==> src/rtl/adb_pkg.sv <==
`default_nettype none
// ----------------------------------------------------------------------------
// adb_pkg: shared types and constants of the announcement dedup batcher
// Status and flush-reason codes, register indexes, queue item and FSM types.
// ----------------------------------------------------------------------------
package adb_pkg;

	localparam int SLOT_BITS_DEF   = 2;
	localparam int TABLE_DEPTH_DEF = 4096;
	localparam int BATCH_LIMIT_DEF = 1024;

	localparam int KEY_W    = 64;
	localparam int HEIGHT_W = 32;
	localparam int TIME_W   = 40;
	localparam int CNT_W    = 10;
	localparam int CFG_W    = 16;
	localparam int CFG_IDX_W = 2;

	localparam int QUEUE_DEPTH = 2;

	localparam logic [CFG_IDX_W-1:0] CFG_HASH_MOD       = 2'd0;
	localparam logic [CFG_IDX_W-1:0] CFG_HASH_NUM       = 2'd1;
	localparam logic [CFG_IDX_W-1:0] CFG_FLUSH_INTERVAL = 2'd2;

	localparam logic [15:0] FLUSH_INTERVAL_RST = 16'd60;

	typedef enum logic [2:0] {
		ST_ACCEPTED,
		ST_DUPLICATE,
		ST_RESERVED,
		ST_OTHER_SHARD,
		ST_TOO_OLD,
		ST_TABLE_FULL
	} status_t;

	typedef enum logic [1:0] {
		RS_NONE,
		RS_NEW_HEIGHT,
		RS_BATCH_FULL,
		RS_INTERVAL
	} reason_t;

	typedef struct packed {
		logic [KEY_W-1:0]    key;
		logic [HEIGHT_W-1:0] height;
		logic [TIME_W-1:0]   now;
		status_t             status;
	} q_item_t;

	typedef enum logic [1:0] {
		FS_IDLE,
		FS_DIV,
		FS_PUSH
	} front_state_t;

	typedef enum logic [1:0] {
		BS_IDLE,
		BS_DECIDE,
		BS_SCAN,
		BS_FIN
	} back_state_t;

endpackage
`default_nettype wire

==> src/rtl/adb_queue.sv <==
`default_nettype none
// ----------------------------------------------------------------------------
// adb_queue: short item queue
// Decouples screening from the table scan.
// ----------------------------------------------------------------------------
module adb_queue (
	input  wire               clk,
	input  wire               arst_n,
	input  wire               push,
	input  adb_pkg::q_item_t  push_item,
	output logic              full,
	input  wire               pop,
	output logic              head_valid,
	output adb_pkg::q_item_t  head
);
	import adb_pkg::*;

	localparam int PW = (QUEUE_DEPTH > 1) ? $clog2(QUEUE_DEPTH) : 1;
	localparam int CW = $clog2(QUEUE_DEPTH + 1);

	q_item_t         entry_q [QUEUE_DEPTH];
	logic [PW-1:0]   wr_ptr_q;
	logic [PW-1:0]   rd_ptr_q;
	logic [CW-1:0]   count_q;

	assign full       = (count_q == CW'(QUEUE_DEPTH));
	assign head_valid = (count_q != '0);
	assign head       = entry_q[rd_ptr_q];

	always_ff @(posedge clk or negedge arst_n) begin
		if (!arst_n) begin
			wr_ptr_q <= '0;
			rd_ptr_q <= '0;
			count_q  <= '0;
		end else begin
			if (push) begin
				wr_ptr_q <= (wr_ptr_q == PW'(QUEUE_DEPTH - 1)) ? '0 : wr_ptr_q + 1'b1;
			end
			if (pop) begin
				rd_ptr_q <= (rd_ptr_q == PW'(QUEUE_DEPTH - 1)) ? '0 : rd_ptr_q + 1'b1;
			end
			if (push && !pop) begin
				count_q <= count_q + 1'b1;
			end else if (pop && !push) begin
				count_q <= count_q - 1'b1;
			end
		end
	end

	always_ff @(posedge clk) begin
		if (push) begin
			entry_q[wr_ptr_q] <= push_item;
		end
	end

endmodule
`default_nettype wire

==> config.mk <==
export PLATFORM = sky130hd
export DESIGN_NAME = adb_queue
export DESIGN_NICKNAME = d
export VERILOG_FILES = /design/src/rtl/adb_pkg.sv /design/src/rtl/adb_queue.sv
export SDC_FILE = /design/constraint.sdc
export NUM_CORES = 1
export LEC_CHECK = 0
export BUFFER_PORTS_ARGS = -buffer_cell sky130_fd_sc_hd__buf_2
export CORE_UTILIZATION = 30
export DETAILED_ROUTE_END_ITERATION = 16
export GPL_ROUTABILITY_DRIVEN = 0
export PLACE_DENSITY = 0.46
export SYNTH_ARGS = -nofsm -noshare
export SYNTH_HDL_FRONTEND = slang
export SYNTH_SLANG_ARGS = --single-unit
==> constraint.sdc <==
create_clock -name clk -period 8.4 [get_ports clk]
set_input_delay 0.42 -clock clk [delete_from_list [all_inputs] [get_ports clk]]
set_output_delay 0.42 -clock clk [all_outputs]
set_load 0.01 [all_outputs]
Word-level counts from Yosys, hierarchy flattened
Memory sizes are Yosys's and may differ from the RTL's.
Cells that the tools add are included.
- add/subtract/negate cells: 4
- eq/ne operators: 1
- muxes and demuxes: 6
- reductions and logical operators: 6
- operators by type and width (cell ; number):
    $mux W1 ; 4
    $mux W2 ; 2
    $reduce_bool A2 Y1 ; 2
    $add A1 B1 Y1 const B ; 2
    $add A2 B1 Y2 const B ; 1
    $eq A2 B2 Y1 const B ; 1
    $logic_and A1 B1 Y1 ; 2
    $logic_not A1 Y1 ; 2
    $sub A2 B1 Y2 const B ; 1
- register bits after elaboration: 4
- memory bits (writable): 278
- bits of input ports: 143
- memories: 1
- memories (name ; words ; bits a word ; rd ports ; clocked after Yosys merged registers in ; write ports ; line ; RTL):
    entry_q ; 2 ; 139 ; 1 ; 0 ; 1 ; adb_queue.sv:21 ; q_item_t entry_q [QUEUE_DEPTH];

Longest topological paths before layout
- depth after elaboration: 4
- depth in mapped cells: 5
- mapped depth without buffers: 5

Worst setup path after synthesis
Ideal clock, no wire load.
- kind: reg2reg
- start: register wr_ptr_q
- end: memory entry_q[0][0] (netlist bit) (enable)
- setup time: 0.656 ns
- data arrival time: 6.541 ns
- required time: 7.744 ns
- slack: 1.203 ns
- stages on the path, launching flop included: 2
- path buffers: 0
- period minus slack after synthesis: 7.197 ns
- cells stage by stage: dfrtp_1 nor2b_1
- RTL lines (element ; line ; RTL):
    from (decl) ; adb_queue.sv:22 ; logic [PW-1:0] wr_ptr_q;
    from (signal assigned) ; adb_queue.sv:37 ; wr_ptr_q <= (wr_ptr_q == PW'(QUEUE_DEPTH - 1)) ? '0 : wr_ptr_q + 1'b1;
    to (decl) ; adb_queue.sv:21 ;
No word-level cell before the write port.

==> results.md <==
- Num CTS Buffers: 31
- Ys Warns: 0
- Synth area leaders: edfxtp_1, mux2_4, mux2_2
- CP Max Fanout: between 50 and 60
- H-Tree Depth: 1
- Top Usage Layer GRT: met2
- Clock skew: about 0.0047 ns
- Total power: around 0.0046 W
- Fin crit share: between 30% and 40%
- Setup crit end kind: primary output
- Post-layout util: between 30% and 40%
- Yosys reg bits: 282
- Die ar.: ~36000 µm²
- Hold WC Path Type: input port to flop
- Vias in the first global route: ~5.6k
- Nets@finish: roughly 900
- Count leader, synth: edfxtp_1
- Area Growth Syn to Fin: 26.64%
- Remaining antenna violation count: 0
- Worst-Margin Slew: between 1 and 1.5 ns
- Num rows: 68
- Pin count of the biggest net entering global routing: 74
- Crit-path cells: buf_4, mux2_4, buf_2
- Die width: approximately 190 µm
- Synth Net Count: just under 600
- Initial antenna violation count: 3
- Pleak: roughly 5.3 nW
- CORE AREA: roughly 35000 µm²
- Clock transition at the registers of the reported paths: roughly 0.060 ns
- Worst EP arrival: roughly 3 ns
- Fin. max-slew vios: 0
- EDFF count, synth: ~280
- Top post-synthesis cells by count: edfxtp_1, mux2_4, mux2_2
- Slowest stage delay, CP: about 0.93 ns
- Max-cap violations: 0
- Worst setup SP type: flop
- Drt first pass iters: 4
- Final setup fails: 0
- Required @ worst endpoint: between 7 and 8 ns
- Worst reg2reg setup slack: 5.29 ns
- Min Clock Period, post-route: 3.353 ns
- Drc violations: 0
- First-pass GRT wire length: around 32000 µm
- Layout cells sized above 1: between 60 and 70%
- Peak supply drop: between 200 and 250 µV
- Post-CTS setup repair buffer count: 0
- Outcome: finished clean
- Ys flop type: edfxtp_1
- M3 GR Usage: under 10%
- Hold buffers post-CTS: 1
- Port bufs: 283
- M1 GR Usage: 14.21%
- DR WL/cell: approximately 18 µm
- Initial core utilization: 30.64%
- Library cells used by synthesis: 15
- Setup TNS: 0 ns
- Longest Clk Path Bufs: 3
- Slowest CP cell: buf_4
- Area of the mapped netlist: ~11000 µm²
- Post-synth top area share: 78.48%
- Vias/cell: 4.206
- Synth area leader: edfxtp_1
- Post-cts repair resize count: 0
- Async S/R FF share, synth: approximately 1.4%
- GRT Overall Usage: a little under an eighth
- Met2 Usage GRT: 19.38%
- # clock sinks: between 200 and 300
- Achievable clock frequency: just under 300 MHz
- Final Hold Fails: 0
- Final wirelength: about 22000 µm
- GRT Residual Overflow: 0
- Worst hold slack: 0.05948 ns
- Mapped Cells: around 450
- DP HPWL: between 10000 and 15000 µm
- CP delay by family, top: buffers and inverters
- Register area share after synthesis: 79.43%
- RSZ-0062 raised after global routing: false
- Clock root buffer: clkbuf_16
- Number of buffers and inverters on the critical path: 2
- PwrDens: approximately 340 nW/µm²
- Slew margin rel.: 28.33%
- IO Pins: ~280
- Vias: 5198
- Critical setup path kind: flop to primary output
- Clock latency on the worst-skew pair: 0.55 ns
- DR iter-0 viols: ~160
- CTS tree: yes
- Syn Area/Cell: roughly 24 µm²
- Chip height: about 190 µm
==> power by group <==
| part | internal [W] | switching [W] |
|---|---|---|
| Combinational | 0.000670 | 0.000669 |
| Sequential | 0.00187 | 0.000109 |
| Clock | 0.000735 | 0.000517 |
| Total | 0.00328 | 0.00129 |
==> flip-flops by register name (all words and copies together) (netlist names) <==
| name | count |
|---|---|
| count_q | 2 |
| entry_q | 278 |
| rd_ptr_q | 1 |
| wr_ptr_q | 1 |
==> logic make-up (layout without fill, tap and decap cells) <==
| group | count (synthesis) | in the layout | synth area share [%] |
|---|---|---|---|
| other cells | 0 | 1 | 0 |
| simple gates | 5 | 5 | 0.2706 |
| flops | 282 | 282 | 79.43 |
| xor+xnor | 5 | 5 | 0.4117 |
| buf+inv | 17 | 348 | 1.529 |
| fa+ha+maj | 1 | 1 | 0.1176 |
| mux | 139 | 139 | 18.24 |
==> worst paths after layout <==
kind / from / end / cells past startpoint
worst max-delay path: rd_ptr_q$_DFFE_PN0P_ / head[36] / 3
worst max register to register: wr_ptr_q$_DFFE_PN0P_ / entry_q[0][18]$_DFFE_PP_ / 3
worst min-delay path: push_item[116] / entry_q[0][116]$_DFFE_PP_ / 1
min in group asynchronous: arst_n / wr_ptr_q$_DFFE_PN0P_ / 2
worst min register to register: count_q[1]$_DFFE_PN0P_ / count_q[1]$_DFFE_PN0P_ / 1
max in group asynchronous: arst_n / rd_ptr_q$_DFFE_PN0P_ / 2
==> worst register-to-register path, stage by stage (launching register included) <==
cell and delay [ns]:
dfrtp_1 0.44, nor2b_4 0.72, buf_4 0.70, buf_4 0.83
==> stage by stage <==
step                      std cells  cell area, µm²  worst slack (ns)
final                          1236           13470             5.047
after CTS                      1235           13470             4.977
after global placement         1176           12510             5.131
after global routing           1235           13470             4.880
after floorplan                 449           10640             1.203
after detailed placement       1176           12510             5.011
==> cell usage in the layout, fill, tap and decap left out, drive strengths merged <==
cell	count
xnor2	1
edfxtp	278
diode	1
bufinv	2
dlygate4sd3	1
clkbuf	40
clkinv	14
inv	2
clkinvlp	1
mux2	139
nor2b	2
ha	1
or2	1
nor2	1
xor2	4
dfrtp	4
buf	288
and2	1
==> per-layer routing <==
layer,vias to the layer above,wire [µm]
met5,-,35
met4,6,497
met3,38,1893
met2,186,10440
met1,2569,9024
li1,2399,-
==> area by class of cell <==
cell class	instances	area, µm²
fillers	3243	21240
flip-flops and latches	282	8452
multi-input cells	150	2036
repair buffers	289	1464
clock buffers	40	809.5
well taps	455	569.3
clock inverters	18	133.9
inverters	1	3.754
diodes	1	2.502
(Power assumes the default switching activity.)
