--- src/rtl/adb_pkg.sv ---
`default_nettype none
// ----------------------------------------------------------------------------
// adb_pkg: shared types and constants of the announcement dedup batcher
// Status and flush-reason codes, register indexes, queue item and FSM types.
// ----------------------------------------------------------------------------
package adb_pkg;

	localparam int SLOT_BITS_DEF   = 2;
	localparam int TABLE_DEPTH_DEF = 4096;
	localparam int BATCH_LIMIT_DEF = 1024;

	localparam int KEY_W    = 64;
	localparam int HEIGHT_W = 32;
	localparam int TIME_W   = 40;
	localparam int CNT_W    = 10;
	localparam int CFG_W    = 16;
	localparam int CFG_IDX_W = 2;

	localparam int QUEUE_DEPTH = 2;

	localparam logic [CFG_IDX_W-1:0] CFG_HASH_MOD       = 2'd0;
	localparam logic [CFG_IDX_W-1:0] CFG_HASH_NUM       = 2'd1;
	localparam logic [CFG_IDX_W-1:0] CFG_FLUSH_INTERVAL = 2'd2;

	localparam logic [15:0] FLUSH_INTERVAL_RST = 16'd60;

	typedef enum logic [2:0] {
		ST_ACCEPTED,
		ST_DUPLICATE,
		ST_RESERVED,
		ST_OTHER_SHARD,
		ST_TOO_OLD,
		ST_TABLE_FULL
	} status_t;

	typedef enum logic [1:0] {
		RS_NONE,
		RS_NEW_HEIGHT,
		RS_BATCH_FULL,
		RS_INTERVAL
	} reason_t;

	typedef struct packed {
		logic [KEY_W-1:0]    key;
		logic [HEIGHT_W-1:0] height;
		logic [TIME_W-1:0]   now;
		status_t             status;
	} q_item_t;

	typedef enum logic [1:0] {
		FS_IDLE,
		FS_DIV,
		FS_PUSH
	} front_state_t;

	typedef enum logic [1:0] {
		BS_IDLE,
		BS_DECIDE,
		BS_SCAN,
		BS_FIN
	} back_state_t;

endpackage
`default_nettype wire

--- src/rtl/adb_front.sv ---
`default_nettype none
// ----------------------------------------------------------------------------
// adb_front: key screening
// Rejects reserved keys and, by a bit-serial remainder, keys of other shards.
// ----------------------------------------------------------------------------
module adb_front (
	input  wire                          clk,
	input  wire                          arst_n,
	input  wire                          in_valid,
	output logic                         in_stall,
	input  wire  [adb_pkg::KEY_W-1:0]    dedup_key,
	input  wire  [adb_pkg::HEIGHT_W-1:0] parent_height,
	input  wire  [adb_pkg::TIME_W-1:0]   now_seconds,
	input  wire  [7:0]                   hash_mod,
	input  wire  [7:0]                   hash_num,
	input  wire                          q_full,
	output logic                         q_push,
	output adb_pkg::q_item_t             q_item
);
	import adb_pkg::*;

	front_state_t state_q, state_d;
	q_item_t      item_q;
	logic [KEY_W-1:0] key_sh_q;
	logic [7:0]   rem_q;
	logic [5:0]   cnt_q;
	logic [7:0]   modulo;
	logic [8:0]   rem_shift;
	logic [8:0]   rem_sub;
	logic [7:0]   rem_next;
	logic         accept;
	logic         reserved;

	assign modulo    = (hash_mod == 8'd0) ? 8'd1 : hash_mod;
	assign rem_shift = {rem_q, key_sh_q[KEY_W-1]};
	assign rem_sub   = rem_shift - {1'b0, modulo};
	assign rem_next  = (rem_shift >= {1'b0, modulo}) ? rem_sub[7:0] : rem_shift[7:0];
	assign accept    = in_valid && !in_stall;
	assign reserved  = (dedup_key == '0) || (dedup_key == '1);
	assign q_item    = item_q;

	always_ff @(posedge clk or negedge arst_n) begin
		if (!arst_n) begin
			state_q <= FS_IDLE;
		end else begin
			state_q <= state_d;
		end
	end

	always_comb begin
		state_d  = state_q;
		in_stall = 1'b1;
		q_push   = 1'b0;
		unique case (state_q)
			FS_IDLE: begin
				in_stall = 1'b0;
				if (in_valid) begin
					state_d = reserved ? FS_PUSH : FS_DIV;
				end
			end
			FS_DIV: begin
				if (cnt_q == 6'd63) begin
					state_d = FS_PUSH;
				end
			end
			FS_PUSH: begin
				if (!q_full) begin
					q_push  = 1'b1;
					state_d = FS_IDLE;
				end
			end
			default: state_d = FS_IDLE;
		endcase
	end

	always_ff @(posedge clk) begin
		if (accept) begin
			item_q.key    <= dedup_key;
			item_q.height <= parent_height;
			item_q.now    <= now_seconds;
			item_q.status <= reserved ? ST_RESERVED : ST_ACCEPTED;
			key_sh_q      <= dedup_key;
			rem_q         <= '0;
			cnt_q         <= '0;
		end else if (state_q == FS_DIV) begin
			rem_q    <= rem_next;
			key_sh_q <= {key_sh_q[KEY_W-2:0], 1'b0};
			cnt_q    <= cnt_q + 6'd1;
			if (cnt_q == 6'd63) begin
				item_q.status <= (rem_next == hash_num) ? ST_ACCEPTED : ST_OTHER_SHARD;
			end
		end
	end

endmodule
`default_nettype wire

--- config.mk ---
export PLATFORM = sky130hd
export DESIGN_NAME = adb_front
export DESIGN_NICKNAME = d
export VERILOG_FILES = /design/src/rtl/adb_pkg.sv /design/src/rtl/adb_front.sv
export SDC_FILE = /design/constraint.sdc
export NUM_CORES = 1
export LEC_CHECK = 0
export ABC_CLOCK_PERIOD_IN_PS = 6650
export BUFFER_PORTS_ARGS = -buffer_cell sky130_fd_sc_hd__buf_2
export CAP_MARGIN = 20
export CORE_MARGIN = 2
export CORE_UTILIZATION = 50
export DETAILED_ROUTE_END_ITERATION = 10
export HOLD_SLACK_MARGIN = 0.03
export PLACE_DENSITY = 0.82
export SYNTH_ARGS = -nofsm -noshare
export SYNTH_HDL_FRONTEND = slang
export SYNTH_SLANG_ARGS = --single-unit
--- constraint.sdc ---
create_clock -name clk -period 6.65 [get_ports clk]
set_clock_uncertainty 0.2 [all_clocks]
set_input_delay 0.3325 -clock clk [delete_from_list [all_inputs] [get_ports clk]]
set_output_delay 0.3325 -clock clk [all_outputs]
set_load 0.05 [all_outputs]
Word-level counts from Yosys, hierarchy flattened
Cells that the tools add are included.

storage, ports and cells
  register bits = 219
  memories kept = 0
  memory bits (writable) = 0
  output and inout bits = 141
  bits in latches = 0
  memory bits (read-only) = 0
  word-level logic and storage cells = 45

cells by class
  multipliers = 0
  muxes and demuxes = 17
  bitwise gates (word level) = 0
  div/mod/pow operators = 0
  reduce and logical (&&, ||, !) cells = 9
  eq/ne operators = 8
  order comparisons = 1
  add/subtract/negate cells = 2
  shifts and indexed selects = 0

operators with widths
  operator                                             number
  2-to-1 mux 64 bit                                    2
  equality test 64 bit, second input constant          1
  logical NOT 64 bit                                   1
  2-to-1 mux 8 bit                                     2
  2-to-1 mux 2 bit                                     6
  greater-or-equal comparator 9 x 8 -> 1 bit           1
  2-to-1 mux 3 bit                                     3
  equality test 8 bit                                  1
  logical NOT 8 bit                                    1
  subtractor 8 bit                                     1
  adder 6 x 1 -> 6 bit, second input constant          1
  equality test 6 bit, second input constant           1
  inequality test 2 bit, second input constant         3
  case mux 2 bit (3 select lines)                      1
  nonzero test 2 bit                                   2
  2-to-1 mux 1 bit                                     3
  AND reduction 3 bit                                  1
  equality test 2 x 1 -> 1 bit, second input constant  1
  equality test 2 bit, second input constant           1
  logical NOT 2 bit                                    1
  AND reduction 2 bit                                  1
  logical AND 1 bit                                    1
  logical OR 1 bit                                     1

Logic depth before layout (Yosys ltp)
Gate-level depths: netlist of the first run.

  depth in word-level cells = 9
  gate-level depth with buffers = 13
  depth with buffers taken out = 13

Worst setup path before layout of the first run
Ideal clock, no wire load.

  kind = register -> register
  start = reg state_q[0]
  end = reg item_q, in the netlist q_item[100] (enable)
  data arrival time = 4692 ps
  setup slack = 1205 ps
  stages on the path, launching flop included = 5
  data required time = 5897 ps
  setup time = 553 ps
  cell sequence = dfrtp_1 nor2_1 nand2_1 inv_2 clkbuf_1

between the ends
  longest elaborated chain between the ends = 2

ends and longest elaborated chain
  item                    line             text
  start, declared         adb_front.sv:22  front_state_t state_q, state_d;
  start signal, assigned  adb_front.sv:46  state_q <= state_d;
  logical NOT 2 bit       adb_front.sv:54  unique case (state_q)
  logical AND 1 bit       adb_front.sv:38  assign accept = in_valid && !in_stall;
  via accept              adb_front.sv:31  logic accept;
  end, declared           adb_front.sv:23  q_item_t item_q;

The timed path passes the listed nets, and every way through them passes these cells.
A chain may end at the register's enable or synchronous reset.

Worst setup path in the final report of the first run
  start = reg state_q[0]
  end = reg key_sh_q[57] (enable)

between the ends
  longest elaborated chain between the ends = 3

ends and longest elaborated chain
  item                            line             text
  logical NOT 2 bit               adb_front.sv:54
  logical AND 1 bit               adb_front.sv:38
  nonzero test 2 bit (no line) *  n/a
  end signal, assigned            adb_front.sv:82  key_sh_q <= dedup_key;
  end signal, assigned            adb_front.sv:87  key_sh_q <= {key_sh_q[KEY_W-2:0], 1'b0};
  end, declared                   adb_front.sv:24  logic [KEY_W-1:0] key_sh_q;

Mark *: on every way between the ends. The rest lies on a longest branch, timed or not.

==> impl_metrics.toml, run 1 <==
[route]
totalWireLength_um = 24600
drt_iter0_markers = 477
dr_total_vias = 6649
wl_per_cell_um = 19.0
route.detailed.drc = 0
drtAntennaViolNets = 0
route.detailed.vias_per_inst = 5.15
drt-pass1-iter-count = 5

[min_path]
holdCritPathClass = "input pin to flop"

[cells_and_area]
insertedDiodeCount = 0
utilization_pct = 74.5
final_layout_size_suffix_gt1_share_pct = 31.8
layout.cells.most_common = "buf_2"
final_nets = 1221
layout.cells.most_common_list = "buf_2 (295), nand2_1 (203), edfxtp_1 (202), dlygate4sd3_1 (140)"
layout-area-overhead-vs-synth_pct = 46.1
fill_cells = 1051

[clock_tree]
clk_pin_slew_ns = 0.06
ctsResizeCount = 0
htree_num_levels = 1
tritoncts_sinks = 218
largest_buffer_count_on_any_clock_path = 3
clkLatencyLatePin_ns = 0.51
tritoncts = "done"
cts.root.buffer_cell = "clkbuf_16"
cts-buffers-inserted = 23

[critical_path]
max_stage_delay_ns = 0.72
cp_max_fo = 144
startpoint_to_endpoint_class_of_the_critical_path = "flop to flop"
worst_setup_path_end_kind = "flop"
arrival_ns = 3.76
worst_ep_required_time_ns = 6.59
cpMaxStageDelayCell = "inv_8"
path_cells = "nor2_1 -> nand2_2 -> buf_4 -> inv_8 -> nor2_1 -> inv_2 -> buf_4"
critical_path.startpoint_type = "flop"
regToRegSetupSlack_ns = 2.83

[global_routing]
grt_util_all_layers_pct = 26.9
grt.overflow.total = 0
vias_in_the_first_global_route = 6783
grt_start_max_net_pins = 145
grt_antenna_before_repair = 0
grt_pass1_wl_um = 36500

[synth]
yosysWarnings = 0
postSynthRegisterBits = 218
syn_area_sq_um = 8390
ys_dominant_reg_cell = "edfxtp_1"
syn_inst = 610
async_reset_ff_share_pct = 0.917
post_synth_edffs = 202
ys_types = 53
synth_sequential_area_ratio_pct = 76.2
synthesized_net_count = 776
postSynthAreaPerCell_sq_um = 13.8

[flow_run]
cap_viol_max_count = 0

[timing]
maxSlewViolCount = 0
slew_at_the_pin_closest_to_its_max_slew_limit_ns = 0.851
timing.max_slew.rel_slack_pct = 43.3
final_period_minus_worst_setup_slack_ns = 3.82
timing.fmax_mhz = 262
fin_setup_tns_ns = 0
report.final.setup_viol = 0
post-route-period-util_pct = 57.4
hold_violations = 0
rsz0062_at_grt = "no"

[power]
ir_worst_vdd_mv = 0.302
leakagePower_nw = 5.19
powerDensity_nw_per_um2 = 446

[die]
die_h_um = 134
initial_utilization_pct = 51.0
core_sq_um = 16500
placementRows = 47
floorplan.io_pins = 297
die-width_um = 134
fp.dieArea_sq_um = 17800

[place]
buffer_ports.inserted = 295
detailed_place_hpwl_um = 14900
globalplace.congestion = 0.881

[outcome]
outcome = "complete, no violations"
layout make-up:
class,count,area (sq um),area share (%)
Timing Repair Buffer,438,2900,23.7
Multi-Input combinational cell,358,1860,15.2
Clock inverter,13,164,1.34
Sequential cell,218,6400,52.2
Tap cell,220,275,2.25
Inverter,16,67.6,0.551
Clock buffer,29,598,4.88
flip-flops by register name (all words and copies together), names as in the netlist:
register and cells:
rem_q 8, key_sh_q 64, q_item 138, cnt_q 6
state_q 2
Yosys cell counts (6+ instances only):
library cell | count | share of area, %
ha_1 | 9 | 1.3
nand4_1 | 23 | 1.7
nor4_1 | 21 | 1.6
nand3_1 | 6 | 0.36
nand2_1 | 204 | 9.1
xor2_1 | 7 | 0.73
xnor2_1 | 6 | 0.63
clkbuf_1 | 13 | 0.58
edfxtp_1 | 202 | 72
dfxtp_1 | 14 | 3.3
o21ai_1 | 8 | 0.48
o21ai_0 | 7 | 0.42
inv_1 | 15 | 0.67
nor2_1 | 11 | 0.49
a21oi_1 | 8 | 0.48
kinds of logic (layout without fill, tap and decap cells):
logic type / Yosys count / after routing / synth area share [%]
flops: 218 / 218 / 76.2
simple gates: 284 / 284 / 14.9
other cells: 1 / 1 / 0.0447
mux: 8 / 8 / 1.16
xor+xnor: 13 / 13 / 1.36
fa+ha+maj: 10 / 10 / 1.58
buf+inv: 34 / 496 / 1.65
compound gates: 42 / 42 / 3.10
per-layer routing:
layer / track usage (%) / share of wire, %
met2: 47.8 / 52
met1: 33.1 / 39
met3: 5.44 / 6.6
met4: 8.57 / 3.0
met5: 0 / 0
path summary, 6_finish.rpt:
kind	start	end	cells after the start
min reg2reg	cnt_q[1]$_SDFFE_PP0P_	cnt_q[1]$_SDFFE_PP0P_	2
min	hash_num[7]	q_item[0]$_SDFFCE_PP0P_	3
max in group asynchronous	arst_n	state_q[1]$_DFFE_PN0P_	3
min in group asynchronous	arst_n	state_q[0]$_DFFE_PN0P_	3
max	state_q[0]$_DFFE_PN0P_	key_sh_q[57]$_DFFE_PP_	7
max reg2reg	state_q[0]$_DFFE_PN0P_	key_sh_q[57]$_DFFE_PP_	7
report_power, final:
| group | switching (W) | internal [W] |
|---|---|---|
| sequential | 0.000153 | 0.00212 |
| clock | 0.000512 | 0.000792 |
| combinational | 0.00138 | 0.000507 |
| total | 0.00204 | 0.00342 |
timing repair:
action / 4_1_cts / 5_1_grt
endpoints found under the hold margin: 203 / 0
buffers inserted: 0 / 0
hold buffers: 140 / 0
critical path: cells and delay by family (launching register included):
family	cells	cell delay (ns)
DFF	1	0.43
and+or+nand+nor	3	0.61
buffers and inverters	4	2.13
metrics by stage:
| step | total power [W] | area [sq um] | cells | hold WS [ns] | setup WS (ns) |
|---|---|---|---|---|---|
| 2_1_floorplan | 0.00367 | 8390 | 610 | -0.163 | 1.20 |
| 3_3_place_gp | 0.00402 | 10100 | 1110 | -0.0785 | 2.99 |
| 3_5_place_dp | 0.00408 | 10100 | 1110 | -0.0774 | 2.87 |
| 4_1_cts | 0.00544 | 12300 | 1292 | 0.0411 | 2.86 |
| 5_1_grt | 0.00571 | 12300 | 1292 | 0.0494 | 2.55 |
| 6_report | 0.00546 | 12300 | 1292 | 0.0609 | 2.83 |
Note: power is estimated with default switching activity, not from simulation.
==> run 2, diff against run 1 <==
- ABC_CLOCK_PERIOD_IN_PS: 6650 -> 3900
- clock period: 6.65 -> 3.9 ns (I/O delays scaled with it)
==> impl_metrics.toml, run 2 (same netlist as run 1, synthesis figures left out) <==
[outcome]
outcome = "complete, no violations"

[clock_tree]
tritoncts = "done"
htree_num_levels = 1
post-cts-setup-buffer-count = 0
clkLatencyLatePin_ns = 0.52
tritoncts_sinks = 218
largest_buffer_count_on_any_clock_path = 3
cts.root.buffer_cell = "clkbuf_16"
clk_pin_slew_ns = 0.06
cts-buffers-inserted = 23

[critical_path]
max_stage_delay_ns = 0.61
cpMaxStageDelayCell = "or4_4"
critical_path.startpoint_type = "flop"
most_common_cell_on_crit_path = "a31oi_1"
startpoint_to_endpoint_class_of_the_critical_path = "flop to flop"
arrival_ns = 3.79
worst_path_dominant_cell_family = "simple AND/OR/NAND/NOR gates"
worst_ep_required_time_ns = 3.96
path_cells = "ha_1 -> and2b_1 -> o21ai_2 -> a31oi_1 -> or4_4 -> mux2i_4 -> xnor2_1 -> nor4_2 -> a31oi_1 -> dlygate4sd3_1"
cp_max_fo = 12
cp_num_buf_inv = 1
worst_setup_path_end_kind = "flop"

[die]
die-width_um = 134
fp.dieArea_sq_um = 17800
floorplan.io_pins = 297
die_h_um = 134
initial_utilization_pct = 51.0
core_sq_um = 16500
placementRows = 47

[timing]
hold_violations = 0
final_period_minus_worst_setup_slack_ns = 3.74
timing.max_slew.rel_slack_pct = 51.1
maxSlewViolCount = 0
worst_slack_ns = 0.164
rsz0062_at_grt = "no"
report.final.setup_viol = 0
slew_at_the_pin_closest_to_its_max_slew_limit_ns = 0.734
timing.fmax_mhz = 268
fin_setup_tns_ns = 0
post-route-period-util_pct = 95.8

[global_routing]
grt_start_max_net_pins = 129
vias_in_the_first_global_route = 7012
grt_antenna_before_repair = 0
grt.overflow.total = 0
grt_util_all_layers_pct = 28.5
grt_pass1_wl_um = 38600

[place]
globalplace.congestion = 0.861
setup_slack_after_placement_ns = 0.352
buffer_ports.inserted = 295
detailed_place_hpwl_um = 15200

[route]
drt_iter0_markers = 516
drt-pass1-iter-count = 6
drtAntennaViolNets = 0
dr_total_vias = 6846
totalWireLength_um = 25500
wl_per_cell_um = 19.7
route.detailed.drc = 0
route.detailed.vias_per_inst = 5.28

[cells_and_area]
largest_register_ff_count = 138
final_layout_size_suffix_gt1_share_pct = 31.9
final_nets = 1225
layout.cells.most_common_list = "buf_2 (295), nand2_1 (203), edfxtp_1 (202), dlygate4sd3_1 (143)"
insertedDiodeCount = 0
layout.cells.most_common = "buf_2"
layout-area-overhead-vs-synth_pct = 46.6

[min_path]
holdCritPathClass = "input pin to flop"

[power]
powerDensity_nw_per_um2 = 757
leakagePower_nw = 5.21
ir_worst_vdd_mv = 0.645
p_total_w = 0.00931

[flow_run]
cap_viol_max_count = 0
==> run 2: cell count changes in the layout (fill, tap and decap cells not counted), sizes merged <==
cell	previous run	this run
bufinv	4	1
buf	298	299
clkbuf	29	31
dlygate4sd3	140	143
clkinvlp	0	1
==> run 2: path summary, 6_finish.rpt <==
| check | startpoint | end | slack, ns | cells past startpoint |
|---|---|---|---|---|
| min reg2reg | rem_q[5]$_SDFFE_PP0P_ | rem_q[5]$_SDFFE_PP0P_ | 0.28 | 2 |
| max | rem_q[0]$_SDFFE_PP0P_ | q_item[0]$_SDFFCE_PP0P_ | 0.16 | 10 |
| max in group asynchronous | arst_n | state_q[1]$_DFFE_PN0P_ | 3.01 | 3 |
| min in group asynchronous | arst_n | state_q[0]$_DFFE_PN0P_ | 0.37 | 3 |
| max reg2reg | rem_q[0]$_SDFFE_PP0P_ | q_item[0]$_SDFFCE_PP0P_ | 0.16 | 10 |
| min | hash_mod[0] | rem_q[0]$_SDFFE_PP0P_ | 0.10 | 6 |
==> run 2: area by class of cell <==
class,count,area (sq um)
clock buffer,31,636
multi-input combinational,358,1860
timing repair buffer,442,2960
inverter,16,67.6
fill,1008,4170
clock inverter,11,104
tap,220,275
sequential,218,6400
==> run 2: stage by stage <==
step	hold slack [ns]	area, sq um	utilization [%]	instances
floorplan	-0.301	8390	-	610
global placement	-0.218	10100	61.5	1111
detailed placement	-0.218	10100	61.5	1111
CTS	0.0802	12300	74.7	1296
global route	0.154	12300	74.7	1296
finish	0.101	12300	74.7	1296
==> run 2: timing repair <==
item / CTS / global route
endpoints found under the setup margin: 0 / 0
hold buffers: 143 / 0
hold endpoints to repair: 231 / 0
resized for setup: 0 / 0
==> run 2: worst min-delay path: stages <==
cell     delay, ns
buf_2         0.08
a41o_1        0.09
ha_1          0.18
nand2_1       0.07
o21ai_1       0.07
o21ai_1       0.06
==> run 2: where the power goes <==
group | internal (W) | switching (W) | leakage, nW
clock | 0.00122 | 0.000918 | 0.360
sequential | 0.00361 | 0.000267 | 2.06
combinational | 0.000904 | 0.00238 | 2.78
total | 0.00574 | 0.00356 | 5.21
==> run 2: routing by layer <==
| metal | share of wire (%) | global-route usage [%] | up-vias |
|---|---|---|---|
| met5 | 0 | 0 | - |
| met1 | 37 | 35.7 | 3318 |
| met2 | 52 | 50.3 | 358 |
| met4 | 2.7 | 8.92 | 0 |
| li1 | - | - | 3114 |
| met3 | 7.8 | 5.52 | 56 |
